[config.mk]
export PLATFORM = sky130hd
export DESIGN_NAME = rv64imc_instruction_decoder_core
export DESIGN_NICKNAME = d
export VERILOG_FILES = /design/src/rtl/core/rvd_pkg.sv /design/src/rtl/core/rvd_decode.sv /design/src/rtl/core/rvd_target.sv /design/src/rtl/core/rv64imc_instruction_decoder_core.sv
export VERILOG_INCLUDE_DIRS = /design/src /design/src/rtl/core
export SDC_FILE = /design/constraint.sdc
export NUM_CORES = 1
export LEC_CHECK = 0
export BUFFER_PORTS_ARGS = -buffer_cell sky130_fd_sc_hd__clkbuf_2
export CAP_MARGIN = 20
export CORE_MARGIN = 10
export CORE_UTILIZATION = 53
export CTS_BUF_LIST = sky130_fd_sc_hd__clkbuf_8 sky130_fd_sc_hd__clkbuf_16
export DETAILED_ROUTE_END_ITERATION = 8
export GPL_TIMING_DRIVEN = 0
export PLACE_DENSITY_LB_ADDON = 0.25
export RECOVER_POWER = 50
export SYNTH_ARGS = -nofsm -noshare
export SYNTH_HDL_FRONTEND = slang
export SYNTH_HIERARCHICAL = 1
export SYNTH_SLANG_ARGS = --single-unit
[constraint.sdc]
create_clock -name clk -period 13.5 [get_ports clk]
set_input_delay 0.675 -clock clk [delete_from_list [all_inputs] [get_ports clk]]
set_output_delay 0.675 -clock clk [all_outputs]
set_load 0.01 [all_outputs]
[src/rtl/core/assert_macros.svh]
// Assertion macros shared by the decoder RTL.
// No dependencies.
`ifndef ASSERT_MACROS_SVH
`define ASSERT_MACROS_SVH

// Concurrent assertion sampled on the clock, off while in reset.
`define ASSERT_AT(lbl, clk, rstn, prop, msg) \
    lbl: assert property (@(posedge clk) disable iff (!rstn) prop) else $error(msg);

// Condition in one cycle implies a condition in the next.
`define ASSERT_NEXT(lbl, clk, rstn, pre, post, msg) \
    lbl: assert property (@(posedge clk) disable iff (!rstn) (pre) |=> (post)) else $error(msg);

`endif

[src/rtl/core/rvd_pkg.sv]
// Types and codes for the RV64IMC decoder pipeline.
// No dependencies.
package rvd_pkg;

    typedef enum logic [3:0] {
        F_UNK, F_R, F_I, F_S, F_B, F_U, F_J, F_CR, F_CI, F_CSS, F_CIW, F_CL,
        F_CS, F_CB, F_CJ
    } fmt_t;

    typedef enum logic [6:0] {
        O_NONE,
        O_LUI, O_AUIPC, O_JAL, O_JALR, O_BEQ, O_BNE, O_BLT, O_BGE, O_BLTU, O_BGEU,
        O_LB, O_LH, O_LW, O_LD, O_LBU, O_LHU, O_LWU, O_SB, O_SH, O_SW, O_SD,
        O_ADDI, O_SLTI, O_SLTIU, O_XORI, O_ORI, O_ANDI, O_SLLI, O_SRLI, O_SRAI,
        O_ADD, O_SUB, O_SLL, O_SLT, O_SLTU, O_XOR, O_SRL, O_SRA, O_OR, O_AND,
        O_MUL, O_MULH, O_MULHSU, O_MULHU, O_DIV, O_DIVU, O_REM, O_REMU,
        O_ADDIW, O_SLLIW, O_SRLIW, O_SRAIW, O_ADDW, O_SUBW, O_SLLW, O_SRLW, O_SRAW,
        O_MULW, O_DIVW, O_DIVUW, O_REMW, O_REMUW,
        O_FENCE, O_FENCE_I, O_ECALL, O_EBREAK,
        O_C_ADDI4SPN, O_C_LW, O_C_LD, O_C_SW, O_C_SD,
        O_C_NOP, O_C_ADDI, O_C_ADDIW, O_C_JAL, O_C_LI, O_C_ADDI16SP, O_C_LUI,
        O_C_SRLI, O_C_SRAI, O_C_ANDI, O_C_SUB, O_C_XOR, O_C_OR, O_C_AND,
        O_C_SUBW, O_C_ADDW, O_C_J, O_C_BEQZ, O_C_BNEZ,
        O_C_SLLI, O_C_LWSP, O_C_LDSP, O_C_JR, O_C_MV, O_C_EBREAK, O_C_JALR,
        O_C_ADD, O_C_SWSP, O_C_SDSP
    } op_t;

    localparam logic [6:0] OPC_LUI    = 7'h37;
    localparam logic [6:0] OPC_AUIPC  = 7'h17;
    localparam logic [6:0] OPC_JAL    = 7'h6f;
    localparam logic [6:0] OPC_JALR   = 7'h67;
    localparam logic [6:0] OPC_BRANCH = 7'h63;
    localparam logic [6:0] OPC_LOAD   = 7'h03;
    localparam logic [6:0] OPC_STORE  = 7'h23;
    localparam logic [6:0] OPC_OPIMM  = 7'h13;
    localparam logic [6:0] OPC_OP     = 7'h33;
    localparam logic [6:0] OPC_OPIMMW = 7'h1b;
    localparam logic [6:0] OPC_OPW    = 7'h3b;
    localparam logic [6:0] OPC_FENCE  = 7'h0f;
    localparam logic [6:0] OPC_SYSTEM = 7'h73;

    localparam logic [6:0] F7_ZERO = 7'h00;
    localparam logic [6:0] F7_MULDIV = 7'h01;
    localparam logic [6:0] F7_ALT = 7'h20;
    localparam logic [6:0] F6_ALT64 = 7'h10;

    typedef struct packed {
        logic        valid;
        logic [2:0]  len;
        logic [31:0] raw;
        fmt_t        fmt;
        op_t         op;
        logic [4:0]  rd;
        logic [4:0]  rs1;
        logic [4:0]  rs2;
        logic [31:0] imm;
        logic        hast;
        logic [31:0] off;
    } dec_t;

endpackage

[src/rtl/core/rvd_decode.sv]
// Instruction classifier: full-length and compressed decode of one parcel.
// Depends on rvd_pkg.
module rvd_decode (
    input  logic         [31:0] word,
    input  logic         [2:0]  avail,
    input  logic                mode,
    output rvd_pkg::dec_t       dec
);
    import rvd_pkg::*;

    function automatic dec_t put(dec_t d, fmt_t f, op_t o, logic [4:0] rd,
                                 logic [4:0] rs1, logic [4:0] rs2, logic [31:0] imm);
        dec_t r;
        r = d;
        r.valid = 1'b1;
        r.fmt = f;
        r.op = o;
        r.rd = rd;
        r.rs1 = rs1;
        r.rs2 = rs2;
        r.imm = imm;
        return r;
    endfunction

    function automatic dec_t tgt(dec_t d, logic [31:0] off);
        dec_t r;
        r = d;
        r.hast = 1'b1;
        r.off = off;
        return r;
    endfunction

    function automatic op_t ca_op(logic [1:0] f);
        op_t o;
        unique case (f)
            2'd0: o = O_C_SUB;
            2'd1: o = O_C_XOR;
            2'd2: o = O_C_OR;
            default: o = O_C_AND;
        endcase
        return o;
    endfunction

    logic [31:0] w;
    logic [15:0] h;
    logic [6:0]  opc, f7, top, sra_top;
    logic [4:0]  rd, rs1, rs2, crd, crs2, rdp, rs1p;
    logic [2:0]  f3, cf3;
    logic [31:0] immi, imms, immb, immj, sh, ci, joff, lw_off, ld_off, boff;
    logic [31:0] u4spn, u16sp;
    logic [5:0]  six;
    logic        b12;
    logic        ge2, ge4;
    dec_t        full_d, short_d, base;
    op_t         op;

    assign w = word;
    assign h = word[15:0];
    assign ge2 = avail[2] | avail[1];
    assign ge4 = avail[2];

    assign opc = w[6:0];
    assign rd = w[11:7];
    assign f3 = w[14:12];
    assign rs1 = w[19:15];
    assign rs2 = w[24:20];
    assign f7 = w[31:25];
    assign immi = {{20{w[31]}}, w[31:20]};
    assign imms = {{20{w[31]}}, w[31:25], w[11:7]};
    assign immb = {{19{w[31]}}, w[31], w[7], w[30:25], w[11:8], 1'b0};
    assign immj = {{11{w[31]}}, w[31], w[19:12], w[20], w[30:21], 1'b0};
    assign sh = mode ? {26'd0, w[25:20]} : {27'd0, w[24:20]};
    assign top = mode ? {1'b0, w[31:26]} : f7;
    assign sra_top = mode ? F6_ALT64 : F7_ALT;

    assign cf3 = h[15:13];
    assign crd = h[11:7];
    assign crs2 = h[6:2];
    assign rdp = {2'b01, h[4:2]};
    assign rs1p = {2'b01, h[9:7]};
    assign b12 = h[12];
    assign six = {b12, crs2};
    assign ci = {{26{b12}}, six};
    assign joff = {{20{b12}}, b12, h[8], h[10:9], h[6], h[7], h[2], h[11], h[5:3], 1'b0};
    assign lw_off = {25'd0, h[5], h[12:10], h[6], 2'b00};
    assign ld_off = {24'd0, h[6:5], h[12:10], 3'b000};
    assign boff = {{23{b12}}, b12, h[6:5], h[2], h[11:10], h[4:3], 1'b0};
    assign u4spn = {22'd0, h[10:7], h[12:11], h[5], h[6], 2'b00};
    assign u16sp = {{22{b12}}, b12, h[4:3], h[5], h[2], h[6], 4'b0000};

    always_comb
    begin
        base = '0;
        full_d = '0;
        op = O_NONE;
        unique case (opc)
            OPC_LUI:   full_d = put(base, F_U, O_LUI, rd, 5'd0, 5'd0, {12'd0, w[31:12]});
            OPC_AUIPC: full_d = put(base, F_U, O_AUIPC, rd, 5'd0, 5'd0, {12'd0, w[31:12]});
            OPC_JAL:   full_d = tgt(put(base, F_J, O_JAL, rd, 5'd0, 5'd0, immj), immj);
            OPC_JALR:
                if (f3 == 3'd0)
                    full_d = put(base, F_I, O_JALR, rd, rs1, 5'd0, immi);
            OPC_BRANCH:
            begin
                unique case (f3)
                    3'd0: op = O_BEQ;
                    3'd1: op = O_BNE;
                    3'd4: op = O_BLT;
                    3'd5: op = O_BGE;
                    3'd6: op = O_BLTU;
                    3'd7: op = O_BGEU;
                    default: op = O_NONE;
                endcase
                if (op != O_NONE)
                    full_d = tgt(put(base, F_B, op, 5'd0, rs1, rs2, immb), immb);
            end
            OPC_LOAD:
            begin
                unique case (f3)
                    3'd0: op = O_LB;
                    3'd1: op = O_LH;
                    3'd2: op = O_LW;
                    3'd3: op = mode ? O_LD : O_NONE;
                    3'd4: op = O_LBU;
                    3'd5: op = O_LHU;
                    3'd6: op = mode ? O_LWU : O_NONE;
                    default: op = O_NONE;
                endcase
                if (op != O_NONE)
                    full_d = put(base, F_I, op, rd, rs1, 5'd0, immi);
            end
            OPC_STORE:
            begin
                unique case (f3)
                    3'd0: op = O_SB;
                    3'd1: op = O_SH;
                    3'd2: op = O_SW;
                    3'd3: op = mode ? O_SD : O_NONE;
                    default: op = O_NONE;
                endcase
                if (op != O_NONE)
                    full_d = put(base, F_S, op, 5'd0, rs1, rs2, imms);
            end
            OPC_OPIMM:
            begin
                unique case (f3)
                    3'd0: op = O_ADDI;
                    3'd2: op = O_SLTI;
                    3'd3: op = O_SLTIU;
                    3'd4: op = O_XORI;
                    3'd6: op = O_ORI;
                    3'd7: op = O_ANDI;
                    default: op = O_NONE;
                endcase
                if (f3 == 3'd1)
                begin
                    if (top == F7_ZERO)
                        full_d = put(base, F_I, O_SLLI, rd, rs1, 5'd0, sh);
                end
                else if (f3 == 3'd5)
                begin
                    if (top == F7_ZERO)
                        full_d = put(base, F_I, O_SRLI, rd, rs1, 5'd0, sh);
                    else if (top == sra_top)
                        full_d = put(base, F_I, O_SRAI, rd, rs1, 5'd0, sh);
                end
                else
                    full_d = put(base, F_I, op, rd, rs1, 5'd0, immi);
            end
            OPC_OP:
            begin
                if (f7 == F7_MULDIV)
                begin
                    unique case (f3)
                        3'd0: op = O_MUL;
                        3'd1: op = O_MULH;
                        3'd2: op = O_MULHSU;
                        3'd3: op = O_MULHU;
                        3'd4: op = O_DIV;
                        3'd5: op = O_DIVU;
                        3'd6: op = O_REM;
                        default: op = O_REMU;
                    endcase
                end
                else if (f7 == F7_ZERO)
                begin
                    unique case (f3)
                        3'd0: op = O_ADD;
                        3'd1: op = O_SLL;
                        3'd2: op = O_SLT;
                        3'd3: op = O_SLTU;
                        3'd4: op = O_XOR;
                        3'd5: op = O_SRL;
                        3'd6: op = O_OR;
                        default: op = O_AND;
                    endcase
                end
                else if (f7 == F7_ALT && f3 == 3'd0)
                    op = O_SUB;
                else if (f7 == F7_ALT && f3 == 3'd5)
                    op = O_SRA;
                if (op != O_NONE)
                    full_d = put(base, F_R, op, rd, rs1, rs2, 32'd0);
            end
            OPC_OPIMMW:
            begin
                if (mode)
                begin
                    if (f3 == 3'd0)
                        full_d = put(base, F_I, O_ADDIW, rd, rs1, 5'd0, immi);
                    else if (f3 == 3'd1 && f7 == F7_ZERO)
                        full_d = put(base, F_I, O_SLLIW, rd, rs1, 5'd0, {27'd0, rs2});
                    else if (f3 == 3'd5 && f7 == F7_ZERO)
                        full_d = put(base, F_I, O_SRLIW, rd, rs1, 5'd0, {27'd0, rs2});
                    else if (f3 == 3'd5 && f7 == F7_ALT)
                        full_d = put(base, F_I, O_SRAIW, rd, rs1, 5'd0, {27'd0, rs2});
                end
            end
            OPC_OPW:
            begin
                if (f7 == F7_MULDIV)
                begin
                    unique case (f3)
                        3'd0: op = O_MULW;
                        3'd4: op = O_DIVW;
                        3'd5: op = O_DIVUW;
                        3'd6: op = O_REMW;
                        3'd7: op = O_REMUW;
                        default: op = O_NONE;
                    endcase
                end
                else if (f7 == F7_ZERO && f3 == 3'd0)
                    op = O_ADDW;
                else if (f7 == F7_ZERO && f3 == 3'd1)
                    op = O_SLLW;
                else if (f7 == F7_ZERO && f3 == 3'd5)
                    op = O_SRLW;
                else if (f7 == F7_ALT && f3 == 3'd0)
                    op = O_SUBW;
                else if (f7 == F7_ALT && f3 == 3'd5)
                    op = O_SRAW;
                if (mode && op != O_NONE)
                    full_d = put(base, F_R, op, rd, rs1, rs2, 32'd0);
            end
            OPC_FENCE:
            begin
                if (f3 == 3'd0)
                    full_d = put(base, F_I, O_FENCE, 5'd0, 5'd0, 5'd0,
                                 {24'd0, w[27:24], w[23:20]});
                else if (f3 == 3'd1)
                    full_d = put(base, F_I, O_FENCE_I, 5'd0, 5'd0, 5'd0, 32'd0);
            end
            OPC_SYSTEM:
            begin
                if (f3 == 3'd0 && rs1 == 5'd0 && rd == 5'd0)
                begin
                    if (w[31:20] == 12'd0)
                        full_d = put(base, F_I, O_ECALL, 5'd0, 5'd0, 5'd0, 32'd0);
                    else if (w[31:20] == 12'd1)
                        full_d = put(base, F_I, O_EBREAK, 5'd0, 5'd0, 5'd0, 32'd0);
                end
            end
            default: full_d = '0;
        endcase
    end

    always_comb
    begin
        short_d = '0;
        if (h != 16'd0)
        begin
            unique case (h[1:0])
                2'd0:
                begin
                    unique case (cf3)
                        3'd0:
                            if (u4spn != 32'd0)
                                short_d = put(base, F_CIW, O_C_ADDI4SPN, rdp, 5'd2, 5'd0, u4spn);
                        3'd2: short_d = put(base, F_CL, O_C_LW, rdp, rs1p, 5'd0, lw_off);
                        3'd3:
                            if (mode)
                                short_d = put(base, F_CL, O_C_LD, rdp, rs1p, 5'd0, ld_off);
                        3'd6: short_d = put(base, F_CS, O_C_SW, 5'd0, rs1p, rdp, lw_off);
                        3'd7:
                            if (mode)
                                short_d = put(base, F_CS, O_C_SD, 5'd0, rs1p, rdp, ld_off);
                        default: short_d = '0;
                    endcase
                end
                2'd1:
                begin
                    unique case (cf3)
                        3'd0:
                            if (crd == 5'd0 && six == 6'd0)
                                short_d = put(base, F_CI, O_C_NOP, 5'd0, 5'd0, 5'd0, 32'd0);
                            else if (crd != 5'd0 && six != 6'd0)
                                short_d = put(base, F_CI, O_C_ADDI, crd, crd, 5'd0, ci);
                        3'd1:
                            if (mode)
                            begin
                                if (crd != 5'd0)
                                    short_d = put(base, F_CI, O_C_ADDIW, crd, crd, 5'd0, ci);
                            end
                            else
                                short_d = tgt(put(base, F_CJ, O_C_JAL, 5'd1, 5'd0, 5'd0, joff),
                                              joff);
                        3'd2:
                            if (crd != 5'd0)
                                short_d = put(base, F_CI, O_C_LI, crd, 5'd0, 5'd0, ci);
                        3'd3:
                            if (crd == 5'd2)
                            begin
                                if (u16sp != 32'd0)
                                    short_d = put(base, F_CI, O_C_ADDI16SP, 5'd2, 5'd2, 5'd0,
                                                  u16sp);
                            end
                            else if (crd != 5'd0 && six != 6'd0)
                                short_d = put(base, F_CI, O_C_LUI, crd, 5'd0, 5'd0,
                                              {12'd0, {14{b12}}, six});
                        3'd4:
                        begin
                            if (h[11] == 1'b0)
                            begin
                                if (six != 6'd0 && (mode || !b12))
                                    short_d = put(base, F_CB, h[10] ? O_C_SRAI : O_C_SRLI,
                                                  rs1p, rs1p, 5'd0, {26'd0, six});
                            end
                            else if (h[10] == 1'b0)
                                short_d = put(base, F_CB, O_C_ANDI, rs1p, rs1p, 5'd0, ci);
                            else if (!b12)
                                short_d = put(base, F_CS, ca_op(h[6:5]), rs1p, rs1p, rdp, 32'd0);
                            else if (mode && !h[6])
                                short_d = put(base, F_CS, h[5] ? O_C_ADDW : O_C_SUBW,
                                              rs1p, rs1p, rdp, 32'd0);
                        end
                        3'd5:
                            short_d = tgt(put(base, F_CJ, O_C_J, 5'd0, 5'd0, 5'd0, joff), joff);
                        default:
                            short_d = tgt(put(base, F_CB, (cf3 == 3'd6) ? O_C_BEQZ : O_C_BNEZ,
                                              5'd0, rs1p, 5'd0, boff), boff);
                    endcase
                end
                2'd2:
                begin
                    unique case (cf3)
                        3'd0:
                            if (crd != 5'd0 && six != 6'd0 && (mode || !b12))
                                short_d = put(base, F_CI, O_C_SLLI, crd, crd, 5'd0,
                                              {26'd0, six});
                        3'd2:
                            if (crd != 5'd0)
                                short_d = put(base, F_CI, O_C_LWSP, crd, 5'd2, 5'd0,
                                              {24'd0, h[3:2], b12, h[6:4], 2'b00});
                        3'd3:
                            if (mode && crd != 5'd0)
                                short_d = put(base, F_CI, O_C_LDSP, crd, 5'd2, 5'd0,
                                              {23'd0, h[4:2], b12, h[6:5], 3'b000});
                        3'd4:
                            if (!b12)
                            begin
                                if (crd != 5'd0)
                                begin
                                    if (crs2 == 5'd0)
                                        short_d = put(base, F_CR, O_C_JR, 5'd0, crd, 5'd0, 32'd0);
                                    else
                                        short_d = put(base, F_CR, O_C_MV, crd, 5'd0, crs2, 32'd0);
                                end
                            end
                            else if (crd == 5'd0)
                            begin
                                if (crs2 == 5'd0)
                                    short_d = put(base, F_CR, O_C_EBREAK, 5'd0, 5'd0, 5'd0,
                                                  32'd0);
                            end
                            else if (crs2 == 5'd0)
                                short_d = put(base, F_CR, O_C_JALR, 5'd1, crd, 5'd0, 32'd0);
                            else
                                short_d = put(base, F_CR, O_C_ADD, crd, crd, crs2, 32'd0);
                        3'd6:
                            short_d = put(base, F_CSS, O_C_SWSP, 5'd0, 5'd2, crs2,
                                          {24'd0, h[8:7], h[12:9], 2'b00});
                        3'd7:
                            if (mode)
                                short_d = put(base, F_CSS, O_C_SDSP, 5'd0, 5'd2, crs2,
                                              {23'd0, h[9:7], h[12:10], 3'b000});
                        default: short_d = '0;
                    endcase
                end
                default: short_d = '0;
            endcase
        end
    end

    always_comb
    begin
        dec = '0;
        dec.len = 3'd2;
        if (ge2)
        begin
            if (h[1:0] != 2'b11)
            begin
                dec = short_d;
                dec.len = 3'd2;
                dec.raw = {16'd0, h};
            end
            else if (ge4)
            begin
                dec = full_d;
                dec.len = 3'd4;
                dec.raw = w;
            end
            else
                dec.raw = {16'd0, h};
        end
    end

endmodule

[src/rtl/core/rvd_target.sv]
// Branch and jump target adder: pc plus sign-extended offset, address masked.
// Depends on rvd_pkg.
module rvd_target #(
    parameter int ADDRESS_WIDTH = 64
) (
    input  logic        [63:0] pc,
    input  rvd_pkg::dec_t      dec,
    output logic        [63:0] target
);
    import rvd_pkg::*;

    localparam logic [63:0] ADDR_MASK = (ADDRESS_WIDTH >= 64) ? {64{1'b1}} :
                                        ((64'd1 << ADDRESS_WIDTH) - 64'd1);

    logic [63:0] sum;

    assign sum = pc + {{32{dec.off[31]}}, dec.off};
    assign target = dec.hast ? (sum & ADDR_MASK) : 64'd0;

endmodule

[src/rtl/core/rv64imc_instruction_decoder_core.sv]
// Top level of the RV64IMC decoder: three-stage valid/stall pipeline.
// Depends on rvd_pkg, rvd_decode, rvd_target, assert_macros.svh.
//
//  channel   direction  handshake                 payload
//  input     in         in_valid / in_stall       fetch_word, bytes_available, pc
//  output    out        out_valid / out_stall     valid_res .. jump_target
//  config    in         rv64_mode_we              rv64_mode_wdata
//
// Three register stages (capture, decode, target add) lie between acceptance and
// out_valid; one word per cycle sustained while out_stall is low.
// Each stage advances when it is empty or the stage after it moves; an output stall
// holds full stages up to the first empty one; in_stall rises only when all are full.
// Reset empties the pipe and clears rv64_mode to RV32.
module rv64imc_instruction_decoder_core #(
    parameter int ADDRESS_WIDTH = 64
) (
    input  logic        clk,
    input  logic        rst_n,
    input  logic        rv64_mode_we,
    input  logic        rv64_mode_wdata,
    input  logic        in_valid,
    output logic        in_stall,
    input  logic [31:0] fetch_word,
    input  logic [2:0]  bytes_available,
    input  logic [63:0] pc,
    output logic        out_valid,
    input  logic        out_stall,
    output logic        valid_res,
    output logic [2:0]  insn_len,
    output logic [31:0] raw_bits,
    output logic [3:0]  format_code,
    output logic [6:0]  op_id,
    output logic [4:0]  dest_reg,
    output logic [4:0]  src1_reg,
    output logic [4:0]  src2_reg,
    output logic signed [31:0] immediate,
    output logic        has_jump_target,
    output logic [63:0] jump_target
);
    import rvd_pkg::*;
    `include "assert_macros.svh"

    logic        mode_reg;
    logic        v1_reg, v2_reg, v3_reg;
    logic        adv1, adv2, adv3;
    logic [31:0] word1_reg;
    logic [2:0]  avail1_reg;
    logic [63:0] pc1_reg, pc2_reg;
    dec_t        dec_next, dec2_reg, dec3_reg;
    logic [63:0] tgt_next, tgt3_reg;

    assign adv3 = !v3_reg || !out_stall;
    assign adv2 = !v2_reg || adv3;
    assign adv1 = !v1_reg || adv2;
    assign in_stall = !adv1;

    rvd_decode u_decode (
        .word  (word1_reg),
        .avail (avail1_reg),
        .mode  (mode_reg),
        .dec   (dec_next)
    );

    rvd_target #(.ADDRESS_WIDTH(ADDRESS_WIDTH)) u_target (
        .pc     (pc2_reg),
        .dec    (dec2_reg),
        .target (tgt_next)
    );

    always_ff @(posedge clk or negedge rst_n)
    begin
        if (!rst_n)
        begin
            mode_reg <= 1'b0;
            v1_reg <= 1'b0;
            v2_reg <= 1'b0;
            v3_reg <= 1'b0;
        end
        else
        begin
            if (rv64_mode_we)
                mode_reg <= rv64_mode_wdata;
            if (adv1)
                v1_reg <= in_valid;
            if (adv2)
                v2_reg <= v1_reg;
            if (adv3)
                v3_reg <= v2_reg;
        end
    end

    always_ff @(posedge clk)
    begin
        if (adv1 && in_valid)
        begin
            word1_reg <= fetch_word;
            avail1_reg <= bytes_available;
            pc1_reg <= pc;
        end
        if (adv2 && v1_reg)
        begin
            dec2_reg <= dec_next;
            pc2_reg <= pc1_reg;
        end
        if (adv3 && v2_reg)
        begin
            dec3_reg <= dec2_reg;
            tgt3_reg <= tgt_next;
        end
    end

    assign out_valid = v3_reg;
    assign valid_res = dec3_reg.valid;
    assign insn_len = dec3_reg.len;
    assign raw_bits = dec3_reg.raw;
    assign format_code = dec3_reg.fmt;
    assign op_id = dec3_reg.op;
    assign dest_reg = dec3_reg.rd;
    assign src1_reg = dec3_reg.rs1;
    assign src2_reg = dec3_reg.rs2;
    assign immediate = dec3_reg.imm;
    assign has_jump_target = dec3_reg.hast;
    assign jump_target = tgt3_reg;

    `ASSERT_AT(a_invalid_clear, clk, rst_n,
        (out_valid && !valid_res) |-> (op_id == 7'd0 && format_code == 4'd0 && !has_jump_target),
        "invalid word carries decode fields")
    `ASSERT_AT(a_target_valid, clk, rst_n, (out_valid && has_jump_target) |-> valid_res,
        "target on unrecognized word")
    `ASSERT_AT(a_full_len, clk, rst_n,
        (out_valid && insn_len == 3'd4) |-> (raw_bits[1:0] == 2'b11),
        "full length on compressed encoding")
    `ASSERT_NEXT(a_hold, clk, rst_n, v3_reg && out_stall && v2_reg, v3_reg && v2_reg,
        "stalled pipe lost a word")

endmodule

==> impl_results.md <==
- DR vias/cell: 6.29
- CP endpoint kind: flop
- Pwr Density: about 150 mW/mm^2
- Inst Count DP: between 2k and 3k
- Largest net degree at the start of global routing: between 70 and 80
- Filler cells: around 3.3k
- WL final: around 75000 um
- TritonCTS clock tree: done
- Startpoint type of the worst setup path: flop
- Die H: 225 um
- Final Skew: between 0.01 and 0.015 ns
- I/O Pins: roughly 270
- Crit. Startpoint: out_valid$_DFFE_PN0P_
- Final Cycle Share: 0.386
- Synthesized area: ~0.022 mm^2
- R2r startpoint: out_valid$_DFFE_PN0P_
- # setup viols final: 0
- GP Congestion: approximately 1
- Antenna diodes: 0
- Final nets: approximately 2.4k
- Final hold vios: 0
- Antenna Violating Nets Remaining: 0
- Clock Path Buffers: 3
- First-pass GRT wire length: approximately 110000 um
- CP Class: flop to flop
- GRT overflow: 0
- Initial Utilization: 0.533
- RSZ-0062 raised after global routing: false
- Status: complete, but fails checks
- Hold_ws: between 0.2 and 0.25 ns
- Hold Buf Count CTS: 1
- Post-route DRC: 0
- Syn_area_per_cell: 11.9 um^2
- IO buf count: about 260
- H-tree depth: 2
- CP endpoint: pc2_reg[55]$_DFFE_PP_
- Relative slew slack: -1.30
- Mapped Cells: about 1.9k
- Total GRT Usage: 0.290
- WP data arrival: ~5.5 ns
- Vias in the first global route: 17.2k
- Yosys warns: 6
- Worst-margin pin slew: 3.42 ns
- Maximum vdd ir drop: between 0.0001 and 0.00015 V
- Slew Viols, Final: between 100 and 150
- Core Box Area: about 0.042 mm^2
- Post-CTS Resized: 0
- Die area: between 0.05 and 0.06 mm^2
- Initial antenna violation count: 0
- Vias: roughly 17k
- Routed wire per std cell: roughly 27 um
- Sink Count: between 400 and 500
- Row cnt: 75
- Top cell by count, worst path: buf_16
- Final WS setup: 8.29 ns
- R2R setup slack: between 8 and 9 ns
- Drt first pass iters: 5
- HPWL after DPL: approximately 57000 um
- Largest register FFs: about 130
- 1st-iter DRT viols: 2285
- Crit-path max FO: 73
- Root Driver: clkbuf_16
- Post-placement setup slack: between 9 and 10 ns
- Post-layout min period: around 5.2 ns
- Slowest stage delay, CP: around 2.4 ns
- Chip Width: between 200 and 250 um
- Share of layout cells above drive strength 1: 0.136
- Post-Layout Cell Count: approximately 2.8k
- TritonCTS Buffers: 45
- Setup TNS Final: 0 ns
- Max Freq: ~190 MHz
- Leakage power: about 9.6 nW
- HP Class: primary input to flop
- Req. time, crit path: between 10 and 15 ns
- Worst r2r path cells: 5
- Critical-path top delay cell: clkbuf_1
- Failing checks: max-capacitance violations, max-slew violations
- Skew-Pair Late Insertion Delay: roughly 0.60 ns
- Critical-path cell list: nand3_1 > and2_0 > clkbuf_1 > buf_16 > buf_16
- Synth-to-Final Area Change: 16.1%
- Reg clk slew, reported paths: roughly 0.06 ns
- RR Endpoint: pc2_reg[55]$_DFFE_PP_
- Maximum capacitance violations: 4
- Setup repair bufs after CTS: 0
==> critical path, delay by kind of cell (launching register included) <==
| family | cells | cell delay (ns) |
|---|---|---|
| buffers and inverters | 3 | 2.99 |
| flip-flops | 1 | 0.42 |
| AND/OR/NAND/NOR | 2 | 1.34 |
==> metal layers <==
layer,GRT usage,wire length (um),vias up
li1,-,-,7766
met2,0.484,36100,913
met3,0.0550,5990,213
met1,0.365,29800,8553
met5,0,0,-
met4,0.121,3180,0
==> power by group <==
group          internal [mW]  leakage [nW]  total [mW]  switching (mW)
registers               1.73          4.45        1.79          0.0587
clock network          0.710         0.752        1.25           0.537
logic                  0.242          4.42       0.733           0.491
total                   2.68          9.62        3.77            1.09
==> area by class of cell <==
type	count	area [um^2]	share of cell area
flip-flops and latches	452	13600	0.525
well taps	539	674	0.0261
inverters	40	150	0.00581
clock inverters	38	355	0.0138
plain buffers	115	547	0.0212
multi-input cells	1265	8010	0.310
repair buffers	279	1410	0.0547
clock buffers	45	1130	0.0436
==> per-stage QoR <==
stage | cell area, um^2 | utilization | power, mW
after floorplan | 22300 | - | 2.29
after global placement | 24300 | 0.581 | 2.57
after detailed placement | 24600 | 0.588 | 2.55
after CTS | 26000 | 0.624 | 3.80
after global routing | 25800 | 0.618 | 3.92
final | 25800 | 0.618 | 3.77
==> layout by cell type, fill, tap and decap left out, types with 16 or more instances in the layout <==
master	instances
a21o_1	44
a21oi_1	149
a31oi_1	31
and2_1	30
and3_1	16
buf_2	18
buf_4	26
clkbuf_1	199
clkbuf_16	45
clkbuf_2	131
edfxtp_1	448
ha_1	65
inv_1	44
nand2_1	161
nand2b_1	25
nand3_1	31
nand4_1	17
nor2_1	168
nor2b_1	26
nor3_1	38
nor4_1	16
o21ai_0	78
o21ai_1	20
o22ai_1	18
or3_1	16
xnor2_1	30
xor2_1	18
==> how the worst min path moves through the flow <==
stage / startpoint / slack (ns) / to / cells past startpoint
floorplan: rst_n / 0.38 / mode_reg$_DFFE_PN0P_ / 0
global placement: dec2_reg[34]$_DFFE_PP_ / 0.40 / immediate[1]$_DFFE_PP_ / 0
detailed placement: dec2_reg[46]$_DFFE_PP_ / 0.40 / immediate[13]$_DFFE_PP_ / 0
CTS: pc[22] / 0.22 / pc1_reg[22]$_DFFE_PP_ / 1
global route: pc[25] / 0.22 / pc1_reg[25]$_DFFE_PP_ / 1
finish: pc[22] / 0.25 / pc1_reg[22]$_DFFE_PP_ / 1
(Power assumes the default switching activity.)
